--- src/rtl/core/crc32_response_checker_unit_macros.svh ---
// Assertion macros shared by the response checker RTL.
// Expects i_clk and i_rst_n in the scope of each use.
`ifndef CRC32_RESPONSE_CHECKER_UNIT_MACROS_SVH
`define CRC32_RESPONSE_CHECKER_UNIT_MACROS_SVH

// Same-cycle implication, held off during reset
`define CRC32RC_ASSERT_NOW(lbl, ante, cons) \
    lbl: assert property (@(posedge i_clk) disable iff (!i_rst_n) (ante) |-> (cons)) \
        else $error("crc32rc same-cycle check failed");

// Next-cycle implication, held off during reset
`define CRC32RC_ASSERT_NEXT(lbl, ante, cons) \
    lbl: assert property (@(posedge i_clk) disable iff (!i_rst_n) (ante) |=> (cons)) \
        else $error("crc32rc next-cycle check failed");

`endif

--- src/rtl/core/crc32rc_pkg.sv ---
// Package for the CRC-32 response checker: constants, item type, byte fold.
// No dependencies.
package crc32rc_pkg;

    localparam logic [31:0] CRC_INIT = 32'hFFFF_FFFF;
    localparam logic [31:0] CRC_POLY = 32'hEDB8_8320;

    // Message byte kinds
    localparam logic FUNC_PAYLOAD = 1'b0;
    localparam logic FUNC_STATUS  = 1'b1;

    typedef struct packed {
        logic        func;
        logic [7:0]  data_byte;
        logic [31:0] expected_crc;
    } t_item;

    // Reflected CRC-32 update over one byte, LSB first
    function automatic logic [31:0] fold_byte(input logic [31:0] crc, input logic [7:0] b);
        logic [31:0] c;
        c = crc ^ {24'd0, b};
        for (int k = 0; k < 8; k++) begin
            c = c[0] ? ((c >> 1) ^ CRC_POLY) : (c >> 1);
        end
        return c;
    endfunction

endpackage

--- src/rtl/core/crc32_response_checker_unit.sv ---
// Top level of the CRC-32 response checker.
// Depends on crc32rc_pkg, crc32rc_in_stage, crc32rc_fold, crc32rc_out_reg, macro header.
//
//  channel | direction | handshake          | payload
//  --------+-----------+--------------------+-------------------------------------
//  in      | to block  | i_valid / o_ready  | i_func, i_data_byte, i_expected_crc
//  out     | from block| o_valid / i_ready  | o_computed_crc, o_crc_ok
//
// One item per cycle unless a stalled output holds a status item. An item waits in the
// input register; the 8-bit unrolled CRC fold sits between it and the running CRC and
// the result register, which takes a status item's result as it leaves the input register.
// Reset (synchronous, i_rst_n low) empties both registers and loads the CRC with all ones.
// A stalled output holds back status items and those queued behind them; others flow on.
`include "crc32_response_checker_unit_macros.svh"

module crc32_response_checker_unit (
    input  logic        i_clk,
    input  logic        i_rst_n,
    input  logic        i_valid,
    output logic        o_ready,
    input  logic        i_func,
    input  logic [7:0]  i_data_byte,
    input  logic [31:0] i_expected_crc,
    output logic        o_valid,
    input  logic        i_ready,
    output logic [31:0] o_computed_crc,
    output logic        o_crc_ok
);
    import crc32rc_pkg::*;

    t_item       in_item;
    t_item       a_item;
    logic        a_valid;
    logic        a_moves;
    logic        out_free;
    logic        out_load;
    logic [31:0] fold_crc;
    logic        fold_ok;

    assign in_item = '{func: i_func, data_byte: i_data_byte, expected_crc: i_expected_crc};

    // Held item leaves when it is payload or when the result slot is free
    assign a_moves  = a_valid && ((a_item.func == FUNC_PAYLOAD) || out_free);
    assign out_load = a_moves && (a_item.func == FUNC_STATUS);

    crc32rc_in_stage u_in (
        .i_clk   (i_clk),
        .i_rst_n (i_rst_n),
        .i_valid (i_valid),
        .i_item  (in_item),
        .i_take  (a_moves),
        .o_ready (o_ready),
        .o_valid (a_valid),
        .o_item  (a_item)
    );

    crc32rc_fold u_fold (
        .i_clk   (i_clk),
        .i_rst_n (i_rst_n),
        .i_fire  (a_moves),
        .i_item  (a_item),
        .o_crc   (fold_crc),
        .o_ok    (fold_ok)
    );

    crc32rc_out_reg u_out (
        .i_clk   (i_clk),
        .i_rst_n (i_rst_n),
        .i_load  (out_load),
        .i_crc   (fold_crc),
        .i_ok    (fold_ok),
        .i_ready (i_ready),
        .o_free  (out_free),
        .o_valid (o_valid),
        .o_crc   (o_computed_crc),
        .o_ok    (o_crc_ok)
    );

    `CRC32RC_ASSERT_NEXT(a_status_gives_result, out_load, o_valid)
    `CRC32RC_ASSERT_NOW(a_blocked_status_stalls,
                        a_valid && (a_item.func == FUNC_STATUS) && o_valid && !i_ready,
                        !o_ready)
    `CRC32RC_ASSERT_NEXT(a_payload_no_result, a_moves && (a_item.func == FUNC_PAYLOAD)
                         && !(o_valid && !i_ready), !o_valid)
endmodule

--- src/rtl/core/crc32rc_in_stage.sv ---
// Input register of the response checker: holds one item and its valid bit.
// Depends on crc32rc_pkg.
module crc32rc_in_stage (
    input  logic                 i_clk,
    input  logic                 i_rst_n,
    input  logic                 i_valid,
    input  crc32rc_pkg::t_item   i_item,
    input  logic                 i_take,
    output logic                 o_ready,
    output logic                 o_valid,
    output crc32rc_pkg::t_item   o_item
);
    import crc32rc_pkg::*;

    logic  r_valid;
    t_item r_item;

    // Free when empty or when the held item leaves this cycle
    assign o_ready = !r_valid || i_take;

    always_ff @(posedge i_clk) begin
        if (!i_rst_n) begin
            r_valid <= 1'b0;
        end else if (o_ready) begin
            r_valid <= i_valid;
        end
    end

    // Payload register, no reset
    always_ff @(posedge i_clk) begin
        if (o_ready && i_valid) begin
            r_item <= i_item;
        end
    end

    assign o_valid = r_valid;
    assign o_item  = r_item;
endmodule

--- src/rtl/core/crc32rc_fold.sv ---
// Running CRC register and one-byte fold with the match compare.
// Depends on crc32rc_pkg and the assertion macro header.
`include "crc32_response_checker_unit_macros.svh"

module crc32rc_fold (
    input  logic                 i_clk,
    input  logic                 i_rst_n,
    input  logic                 i_fire,
    input  crc32rc_pkg::t_item   i_item,
    output logic [31:0]          o_crc,
    output logic                 o_ok
);
    import crc32rc_pkg::*;

    logic [31:0] r_crc;
    logic [31:0] n_crc;
    logic [31:0] folded;

    assign folded = fold_byte(r_crc, i_item.data_byte);
    assign o_crc  = folded;
    assign o_ok   = (folded == i_item.expected_crc);

    // Status byte restarts the CRC for the next message
    always_comb begin
        n_crc = r_crc;
        if (i_fire) begin
            n_crc = (i_item.func == FUNC_STATUS) ? CRC_INIT : folded;
        end
    end

    always_ff @(posedge i_clk) begin
        if (!i_rst_n) begin
            r_crc <= CRC_INIT;
        end else begin
            r_crc <= n_crc;
        end
    end

    `CRC32RC_ASSERT_NEXT(a_restart, i_fire && (i_item.func == FUNC_STATUS), r_crc == CRC_INIT)
    `CRC32RC_ASSERT_NEXT(a_hold, !i_fire, r_crc == $past(r_crc))
    `CRC32RC_ASSERT_NEXT(a_payload_fold, i_fire && (i_item.func == FUNC_PAYLOAD),
                         r_crc == $past(folded))
endmodule

--- src/rtl/core/crc32rc_out_reg.sv ---
// Result register: holds one finished CRC and match flag until taken.
// Depends on nothing outside this file.
module crc32rc_out_reg (
    input  logic        i_clk,
    input  logic        i_rst_n,
    input  logic        i_load,
    input  logic [31:0] i_crc,
    input  logic        i_ok,
    input  logic        i_ready,
    output logic        o_free,
    output logic        o_valid,
    output logic [31:0] o_crc,
    output logic        o_ok
);
    logic        r_valid;
    logic [31:0] r_crc;
    logic        r_ok;

    // Slot can take a new item when empty or being drained
    assign o_free = !r_valid || i_ready;

    always_ff @(posedge i_clk) begin
        if (!i_rst_n) begin
            r_valid <= 1'b0;
        end else if (o_free) begin
            r_valid <= i_load;
        end
    end

    always_ff @(posedge i_clk) begin
        if (o_free && i_load) begin
            r_crc <= i_crc;
            r_ok  <= i_ok;
        end
    end

    assign o_valid = r_valid;
    assign o_crc   = r_crc;
    assign o_ok    = r_ok;
endmodule

--- config.mk ---
export PLATFORM = sky130hd
export DESIGN_NAME = crc32_response_checker_unit
export DESIGN_NICKNAME = d
export VERILOG_FILES = /design/src/rtl/core/crc32rc_pkg.sv /design/src/rtl/core/crc32_response_checker_unit.sv /design/src/rtl/core/crc32rc_in_stage.sv /design/src/rtl/core/crc32rc_fold.sv /design/src/rtl/core/crc32rc_out_reg.sv
export VERILOG_INCLUDE_DIRS = /design/src /design/src/rtl/core
export SDC_FILE = /design/constraint.sdc
export NUM_CORES = 1
export LEC_CHECK = 0
export BUFFER_PORTS_ARGS = -buffer_cell sky130_fd_sc_hd__buf_2
export CORE_AREA = 2 2 121 123
export CTS_CLUSTER_SIZE = 14
export DETAILED_ROUTE_END_ITERATION = 16
export DIE_AREA = 0 0 123 125
export PLACE_DENSITY = 0.62
export SYNTH_ARGS = -nofsm -noshare
export SYNTH_HDL_FRONTEND = slang
export SYNTH_SLANG_ARGS = --single-unit
--- constraint.sdc ---
create_clock -name i_clk -period 4.1 [get_ports i_clk]
set_input_delay 0.205 -clock i_clk [delete_from_list [all_inputs] [get_ports i_clk]]
set_output_delay 0.205 -clock i_clk [all_outputs]
set_load 0.05 [all_outputs]
-- Word level (Yosys, flattened, before mapping)
Cells that the tools add are included.
- equal/unequal tests: 1
- bitwise logic cells: 10
- multiplexer cells: 9
- reduce and logical (&&, ||, !) cells: 9
- operators by type and width (cell ; number):
    2-to-1 mux 32 bit ; 9
    NOT 13 -> 14 bit ; 8
    == test 32 bit ; 1
    XOR 32 x 8 -> 32 bit ; 1
    logical AND 1 bit ; 4
    logical OR 1 bit ; 3
    zero test 1 bit ; 2
    NOT 1 bit ; 1
- input bits: 45
- register bits: 108
- output and inout port bits: 35
- logic and storage cells: 37

-- Depth between registers and ports, before layout
Gate-level depths: netlist of the first run.
- word-level depth: 18
- mapped depth: 7
- mapped depth without buffers: 7

-- By module
From an unflattened synthesis of the first run, not the netlist that was laid out.
- cell total of the unflattened synthesis: 339
- area, all modules: 4802.1 um^2
- modules (own cells, without submodules) (module ; instances ; cells each ; seq. area each (um^2) ; area each (um^2)):
    crc32rc_fold ; 1 ; 252 ; 640.6 ; 2446.1
    crc32rc_in_stage ; 1 ; 46 ; 1251.2 ; 1288.7
    crc32rc_out_reg ; 1 ; 38 ; 1011.0 ; 1048.5
    crc32_response_checker_unit ; 1 ; 3 ; 0.0 ; 18.8

-- Worst setup path before layout of the first run
No wires, ideal clock.
- path kind: register -> register
- start point: register u_out.r_valid, in the netlist u_out.o_valid
- end point: register u_in.r_item, in the netlist u_in.o_item[0] (enable)
- clock period less this slack: 3.289 ns
- arrival: 2.825 ns
- setup time: 0.464 ns
- data required time: 3.636 ns
- path slack: 0.811 ns
- cell stages (with the launch flop): 3
- path buffers: 0
- cells stage by stage: dfxtp_1 -> nor2b_1 -> a31oi_1
- longest elaborated chain between the ends: 6
- ends and longest elaborated chain (element ; RTL line ; source):
    start: declaration ; crc32rc_out_reg.sv:15 ; logic r_valid;
    start signal: assignment ; crc32rc_out_reg.sv:26 ; r_valid <= i_load;
    zero test 1 bit ; crc32rc_out_reg.sv:20 ; assign o_free = !r_valid || i_ready;
    logical OR 1 bit ; crc32rc_out_reg.sv:20 ;
    logical OR 1 bit ; crc32_response_checker_unit.sv:43 ; assign a_moves = a_valid && ((a_item.func == FUNC_PAYLOAD) || out_free);
    logical AND 1 bit ; crc32_response_checker_unit.sv:43 ;
    logical OR 1 bit ; crc32rc_in_stage.sv:19 ; assign o_ready = !r_valid || i_take;
    logical AND 1 bit ; crc32rc_in_stage.sv:31 ; if (o_ready && i_valid) begin
    end signal: assignment ; crc32rc_in_stage.sv:32 ; r_item <= i_item;
    end: declaration ; crc32rc_in_stage.sv:16 ; t_item r_item;
No other way between the ends.
A chain may end at the register's enable or synchronous reset.

-- Final worst setup path of the first run
- start point: register u_in.r_item, in the netlist u_in.o_item[39]
- end point: register u_out.r_ok, in the netlist u_out.o_ok, data pin
- longest elaborated chain between the ends: 11
- ends and longest elaborated chain (element ; RTL line ; source):
    XOR 32 x 8 -> 32 bit * ; crc32rc_pkg.sv:21 ; c = crc ^ {24'd0, b};
    2-to-1 mux 32 bit * ; crc32rc_pkg.sv:23 ; c = c[0] ? ((c >> 1) ^ CRC_POLY) : (c >> 1);
    NOT 13 -> 14 bit (no line) ; n/a ;
    2-to-1 mux 32 bit * (7 in a row) ; crc32rc_pkg.sv:23 ;
    == test 32 bit * ; crc32rc_fold.sv:21 ; assign o_ok = (folded == i_item.expected_crc);
    named net fold_ok ; crc32_response_checker_unit.sv:38 ; logic fold_ok;
    end signal: assignment ; crc32rc_out_reg.sv:33 ; r_ok <= i_ok;
    end: declaration ; crc32rc_out_reg.sv:17 ; logic r_ok;
Mark *: on every way through the listed nets, which the timed path passes. The rest lies on a longest branch.

==> out/qor.yml, run 1 <==
post-route-drc-count: 0
routedWlPerCell_um: 16.46
period_share: 0.6848
finClkSkew_ns: 0.006801
r2r_start: "u_in.o_item[39]$_DFFE_PP_"
layout.nets: 495
die_h_um: 125
p_leak_nw: 2.233
critical-path-top-delay-family: "XOR/XNOR gates"
path_depth: 7
cts_setup_buffers: 0
cp_num_buf_inv: 0
finalCriticalPeriod_ns: 2.808
status: "finished clean"
worstMarginPinSlew_ns: 1.247
finalHoldViolCount: 0
core.rowCount: 44
clk_latency_ns: 0.35
core_area_mm2: 0.01420
setup_viol: 0
vias: 2899
grt_setup_unrepaired: "no"
rr_worst_depth: 7
synth_flop_cell: "edfxtp_1"
syn_avg_cell_area_um2: 13.13
antenna-diode-count: 0
post_cts_resized: 0
drive_gt1_frac: 0.2593
crit_path_max_incr_delay_ns: 0.49
cts_root_buf: "clkbuf_16"
antenna_found_initial: 0
worstSetupPathType: "reg2reg"
grt_overflow_total: 0
max_freq_mhz: 356.2
critPathCaptureType: "register"
postLayoutCellArea_mm2: 0.005766
syn_inst: 366
crit_start: "u_in.o_item[39]$_DFFE_PP_"
numPortBuffers: 79
slew_headroom: 0.1665
ant_nets: 0
r2r_slack_ns: 1.29
cp.required_ns: 4.31
tns_ns: 0
syn_nets: 411
cts_sinks: 108
slew_viol_final: 0
start_util: 0.3384
drt_iter0_markers: 169
worst_path_most_repeated_cell: "xnor2_4"
viasPerCell: 4.537
clkTransAtPathRegs_ns: 0.07
postSynth.asyncResetShare: 0
r2r_end: "u_out.o_ok$_DFFE_PP_"
ctsHoldBuffers: 0
hold_path_class: "in2reg"
yosys_warnings: 0
fp.dieW_um: 123
arrival_ns: 3.02
ys_types: 35
place_congestion: 0.8781
synth_seq_cells: 108
crit_end: "u_out.o_ok$_DFFE_PP_"
max_cap_violations: 0
hpwl_mm: 7.418
slowest_stage: "xnor2_4"
clock_path_buffers: 2
grt_max_degree: 35
cp_max_fo: 8
die_area_mm2: 0.01538
grt_pass1_vias: 2979
cts_tree: "built"
worstPathCellList: "xnor2_4 > xnor2_4 > xnor2_2 > xnor2_1 > or3_1 > a2111oi_0 > and4_1"
netlist_area_mm2: 0.004807
placed_cell_area_mm2: 0.005439
irDropWorstVdd_mv: 0.2462
wirelength_mm: 10.52
ys_seq_area_frac: 0.6039
synth_edf_count: 74
syn2layout_area_growth_pct: 19.94
grtUsageTotal: 0.1416
whs_path_depth: 1
ios: 80
p_per_area_mw_per_mm2: 569.0
grt_pass1_wl_mm: 16.33
setup.worst_path.start_class: "register"
cts_max_level: 3
drt-pass1-iter-count: 4
numCtsBuffers: 9
[cells in the mapped netlist, drive strengths merged (2+ instances only)]
library cell / n / area share
edfxtp: 74 / 0.46
xnor2: 74 / 0.19
nand2: 65 / 0.051
dfxtp: 34 / 0.14
nand3: 32 / 0.033
xor2: 31 / 0.058
clkbuf: 9 / 0.0070
inv: 7 / 0.0055
nor2: 4 / 0.0031
or3: 4 / 0.0052
and3: 3 / 0.0039
o211ai: 3 / 0.0047
a21o: 2 / 0.0031
and2: 2 / 0.0026
mux2i: 2 / 0.0042
nor3: 2 / 0.0021
nor4: 2 / 0.0026
o22ai: 2 / 0.0026
[cell families after synthesis]
group,after synthesis,synth area share
AND/OR/NAND/NOR,120,0.1127
XOR/XNOR,105,0.2436
multiplexers,2,0.004165
flip-flops,108,0.6039
AO/OA/AOI/OAI,15,0.02316
buffers and inverters,16,0.01249
[where the power goes]
group          internal, mW  switching (mW)
Clock                 0.521           0.390
Sequential             1.31          0.0568
Combinational         0.386           0.615
Total                  2.22            1.06
[final cells by class]
cell class / count / area, µm²
fillers: 1385 / 8438
multi-input cells: 242 / 1862
repair buffers: 82 / 417.9
clock buffers: 13 / 302.8
well taps: 184 / 230.2
clock inverters: 3 / 23.77
inverters: 7 / 26.28
flip-flops and latches: 108 / 2903
[registers in the layout (all words and copies together), names as in the netlist]
register       flops
u_fold.r_crc      32
u_in.o_valid       1
u_in.o_item       41
u_out.o_crc       32
u_out.o_ok         1
u_out.o_valid      1
[placed cells by master, fill, tap and decap left out, types with 2 or more instances in the layout]
cell type   synthesis  final
a21o_1              2      2
and2_1              2      2
and3_1              3      3
buf_2               0     79
buf_4               0      3
clkbuf_16           0     11
clkbuf_8            0      2
clkinvlp_4          0      2
dfxtp_1            34     34
edfxtp_1           74     74
inv_1               7      7
mux2i_1             2      2
nand2_1            65     65
nand3_1            32     32
nor2_1              4      3
nor3_1              2      2
nor4_1              2      2
o211ai_1            3      3
o22ai_1             2      2
or3_1               4      4
xnor2_1            58     58
xnor2_2             5      5
xnor2_4            11     11
xor2_1             30     30
[worst min path at each step]
stage,startpoint,end
3_3_place_gp,i_expected_crc[13],u_in.o_item[13]$_DFFE_PP_
3_5_place_dp,i_expected_crc[17],u_in.o_item[17]$_DFFE_PP_
2_1_floorplan,i_expected_crc[0],u_in.o_item[0]$_DFFE_PP_
6_report,i_data_byte[0],u_in.o_item[32]$_DFFE_PP_
5_1_grt,i_expected_crc[7],u_in.o_item[7]$_DFFE_PP_
4_1_cts,i_data_byte[0],u_in.o_item[32]$_DFFE_PP_
[per-stage QoR]
stage / hold WS, ns / setup slack (ns) / std cells / utilization / total power, mW
detailed placement: 0.3834 / 1.245 / 623 / 0.3829 / 2.400
floorplan: 0.3039 / 0.8113 / 366 / - / 2.162
CTS: 0.02517 / 1.234 / 639 / 0.4059 / 3.313
global placement: 0.3838 / 1.264 / 623 / 0.3829 / 2.392
finish: 0.03165 / 1.292 / 639 / 0.4059 / 3.281
global route: 0.02331 / 1.097 / 639 / 0.4059 / 3.437
[per-layer routing]
layer / global-route usage / vias to the layer above / share of wire
met5: 0 / - / 0
met4: 0.04144 / 0 / 0.015
met3: 0.03057 / 12 / 0.041
met2: 0.2262 / 61 / 0.48
met1: 0.1934 / 1405 / 0.46
li1: - / 1421 / -
(Power assumes the default switching activity.)
==> inputs of run 2 (changes only) <==
--- a/config.mk
+++ b/config.mk
@@ -6,12 +6,13 @@
 export SDC_FILE = /design/constraint.sdc
 export NUM_CORES = 1
 export LEC_CHECK = 0
+export ABC_AREA = 1
 export BUFFER_PORTS_ARGS = -buffer_cell sky130_fd_sc_hd__buf_2
-export CORE_AREA = 2 2 121 123
+export CORE_AREA = 2 2 131 133
 export CTS_CLUSTER_SIZE = 14
 export DETAILED_ROUTE_END_ITERATION = 16
-export DIE_AREA = 0 0 123 125
-export PLACE_DENSITY = 0.62
+export DIE_AREA = 0 0 133 135
+export PLACE_DENSITY = 0.61
 export SYNTH_ARGS = -nofsm -noshare
 export SYNTH_HDL_FRONTEND = slang
 export SYNTH_SLANG_ARGS = --single-unit
==> constraint.sdc (replaced) <==
create_clock -name i_clk -period 2.7 [get_ports i_clk]
set_input_delay 0.135 -clock i_clk [delete_from_list [all_inputs] [get_ports i_clk]]
set_output_delay 0.135 -clock i_clk [all_outputs]
set_load 0.05 [all_outputs]
==> run 2 against run 1 <==
  * Routed wire length is 42% higher
  * Register-to-register slack worse by 1.0 ns
  * Maximum frequency increased by 15%
  * Power rose by 33%
  * Sequential power increased by 43%
  * Largest power group unchanged
==> out/qor.yml, run 2 <==
status: "finished clean"  # unchanged
max_cap_violations: 0  # unchanged
grt_pass1_wl_mm: 24.31  # was 16.33 mm
yosys_warnings: 0  # unchanged
layout.nets: 908  # was 495
post-route-drc-count: 0  # unchanged
finalCriticalPeriod_ns: 2.438  # was 2.808 ns
dp.cells: 1031  # was 623
crit_start: "u_in.o_item[36]$_DFFE_PP_"  # was u_in.o_item[39]$_DFFE_PP_
drive_gt1_frac: 0.1672  # was 0.2593
start_util: 0.3444  # was 0.3384
final_common_cell: "nand2_1"  # was buf_2
synth_xor_xnor_area_share: 0.007750  # was 0.2436
vias: 4979  # was 2899
r2r_end: "u_out.o_ok$_DFFE_PP_"  # unchanged
syn_avg_cell_area_um2: 7.667  # was 13.13 µm²
crit_end: "u_out.o_ok$_DFFE_PP_"  # unchanged
placed_cell_area_mm2: 0.006319  # was 0.005439 mm²
grt_max_degree: 43  # was 35
synth_top_area_frac: 0.3933  # was 0.4623
r2r_start: "u_in.o_item[36]$_DFFE_PP_"  # was u_in.o_item[39]$_DFFE_PP_
synth-simple-area-share: 0.3397  # was 0.1127
grtUsageTotal: 0.1752  # was 0.1416
ys_types: 20  # was 35
netlist_area_mm2: 0.005650  # was 0.004807 mm²
ys_seq_area_frac: 0.5137  # was 0.6039
cp.required_ns: 2.92  # was 4.31 ns
ios: 80  # unchanged
synthAdderAreaFrac: 0  # unchanged
cts_root_buf: "clkbuf_16"  # unchanged
setup.worst_path.start_class: "register"  # unchanged
synth.area.mux_share: 0  # was 0.004164
cts_max_level: 3  # unchanged
hold_path_class: "in2reg"  # unchanged
intPower_mw: 2.957  # was 2.219 mW
viasPerCell: 4.580  # was 4.537
synthTopCellsByArea: "edfxtp_1, nand2_1, dfxtp_1"  # was edfxtp_1, dfxtp_1, xnor2_1
core_area_mm2: 0.01641  # was 0.01420 mm²
p_leak_nw: 3.570  # was 2.233 nW
cts_tree: "built"  # unchanged
syn_inst: 737  # was 366
place_congestion: 0.9388  # was 0.8781
period_share: 0.9031  # was 0.6848
postSynth.asyncResetShare: 0  # unchanged
slew_headroom: 0.6859  # was 0.1665
grt_pass1_vias: 4717  # was 2979
p_per_area_mw_per_mm2: 620.8  # was 569.0 mW/mm²
ant_nets: 0  # unchanged
stdcell_count: 1087  # was 639
r2r_slack_ns: 0.26  # was 1.29 ns
yosysMostFrequentCell: "nand2_1"  # was edfxtp_1
irDropWorstVdd_mv: 0.3241  # was 0.2462 mV
power_frac_comb: 0.250  # was 0.305
antenna_found_initial: 0  # unchanged
synth_top_family_by_area: "simple AND/OR/NAND/NOR gates"  # was XOR/XNOR gates
seqPwrFrac: 0.451  # was 0.417
rr_worst_depth: 15  # was 7
grt_overflow_total: 0  # unchanged
final_cell_mix: "nand2_1, inv_1, buf_2, nand3_1, edfxtp_1"  # was buf_2, edfxtp_1, nand2_1, xnor2_1, dfxtp_1
worstSetupPathType: "reg2reg"  # unchanged
synth_commonest_cells: "nand2_1, inv_1, nand3_1"  # was edfxtp_1, nand2_1, xnor2_1
routedWlPerCell_um: 13.74  # was 16.46 µm
numCtsBuffers: 9  # unchanged
synth_edf_count: 74  # unchanged
synth_top_area_cell: "edfxtp_1"  # unchanged
hpwl_mm: 11.30  # was 7.418 mm
finClkSkew_ns: 0.006503  # was 0.006801 ns
setup_viol: 0  # unchanged
antenna-diode-count: 0  # unchanged
drt_iter0_markers: 314  # was 169
cts_sinks: 108  # unchanged
synth_compound_area_frac: 0.05403  # was 0.02317
die_h_um: 135  # was 125 µm
whs_ns: 0.02971  # was 0.03165 ns
critPathCaptureType: "register"  # unchanged
p_sw_mw: 1.399  # was 1.062 mW
cp_max_fo: 12  # was 8
slew_viol_final: 0  # unchanged
arrival_ns: 2.65  # was 3.02 ns
clk_latency_ns: 0.35  # about the same
drt-pass1-iter-count: 5  # was 4
clock_path_buffers: 2  # unchanged
max_freq_mhz: 410.1  # was 356.2 MHz
synth_seq_cells: 108  # unchanged
fp.dieW_um: 133  # was 123 µm
finalHoldViolCount: 0  # unchanged
numPortBuffers: 79  # unchanged
n_fill_cell: 1641  # was 1385
die_area_mm2: 0.01796  # was 0.01538 mm²
tns_ns: 0  # unchanged
synth_flop_cell: "edfxtp_1"  # unchanged
core.rowCount: 47  # was 44
syn2layout_area_growth_pct: 24.16  # was 19.94%
whs_path_depth: 3  # was 1
grt_setup_unrepaired: "no"  # unchanged
postLayoutCellArea_mm2: 0.007015  # was 0.005766 mm²
clkTransAtPathRegs_ns: 0.07  # about the same
wirelength_mm: 14.94  # was 10.52 mm
largest_reg_flops: 41  # unchanged
syn_nets: 782  # was 411
pwr-share-clk: 0.299  # was 0.278
worstMarginPinSlew_ns: 0.4707  # was 1.247 ns
p_sw_frac: 0.3211  # was 0.3237
==> run 2: metrics by stage <==
stage | worst slack (ns) | utilization | power [mW]
2_1_floorplan | 0.2981 | - | 2.744
3_3_place_gp | 0.3380 | 0.3851 | 3.033
3_5_place_dp | 0.3048 | 0.3851 | 3.040
4_1_cts | 0.2745 | 0.4274 | 4.394
5_1_grt | 0.02704 | 0.4276 | 4.608
6_report | 0.2618 | 0.4276 | 4.355
==> run 2: worst max-delay path, stage by stage (launching register included) <==
cell and delay (ns):
edfxtp_1 0.42, inv_1 0.10, nand2_2 0.08, nand2_1 0.33
nand2_1 0.14, nand2_1 0.19, inv_1 0.09, nand2_1 0.09
nand2_1 0.05, nand2_1 0.08, nand2_1 0.10, nand2_1 0.08
nand2_1 0.06, nor2_1 0.18, nand3_1 0.18, nor2_1 0.12
==> run 2: metal layers <==
metal / routed length (µm) / vias up / track usage / part of all wire
met3: 821 / 20 / 0.03641 / 0.055
met4: 289 / 0 / 0.05496 / 0.019
li1: - / 2589 / - / -
met5: 0 / - / 0 / 0
met2: 6609 / 138 / 0.2812 / 0.44
met1: 7215 / 2232 / 0.2385 / 0.48
==> run 2: cell type report <==
class                   count  area (µm²)  share of cell area
clock buffers              11       232.7             0.03317
clock inverters             4       51.30            0.007312
inverters                 109       409.1             0.05832
multi-input cells         506        2271              0.3237
flip-flops and latches    108        2903              0.4138
well taps                 220       275.3             0.03924
repair buffers            129       873.3              0.1245
==> run 2: what timing repair did <==
item	4_1_cts	5_1_grt
hold endpoints to repair	41	0
setup endpoints to repair	0	1
setup buffers	0	0
hold buffers	41	0
gates resized for setup	0	1
==> run 2: how the worst min path moves through the flow <==
stage	from	to	slack (ns)
after detailed placement	i_expected_crc[15]	u_in.o_item[15]$_DFFE_PP_	0.31
after floorplan	i_expected_crc[0]	u_in.o_item[0]$_DFFE_PP_	0.23
after CTS	i_rst_n	u_out.o_valid$_SDFFE_PN0P_	0.02
after global placement	i_expected_crc[7]	u_in.o_item[7]$_DFFE_PP_	0.31
final	i_rst_n	u_out.o_valid$_SDFFE_PN0P_	0.03
after global routing	i_rst_n	u_out.o_valid$_SDFFE_PN0P_	0.03
==> run 2: cells by family (layout without fill, tap and decap cells) <==
logic type                Yosys count  after routing
and+or+nand+nor                   446            446
buffers and inverters             123            253
DFF                               108            108
AOI/OAI and AO/OA                  55             55
xor gates and xnor gates            5              5
==> run 2: power groups by stage <==
| stage | registers [mW] | logic [mW] | clock network (mW) |
|---|---|---|---|
| floorplan | 2.07 | 0.678 | 0 |
| global placement | 2.00 | 1.03 | 0 |
| detailed placement | 2.00 | 1.04 | 0 |
| CTS | 1.96 | 1.09 | 1.34 |
| global route | 1.97 | 1.24 | 1.39 |
| finish | 1.96 | 1.09 | 1.30 |
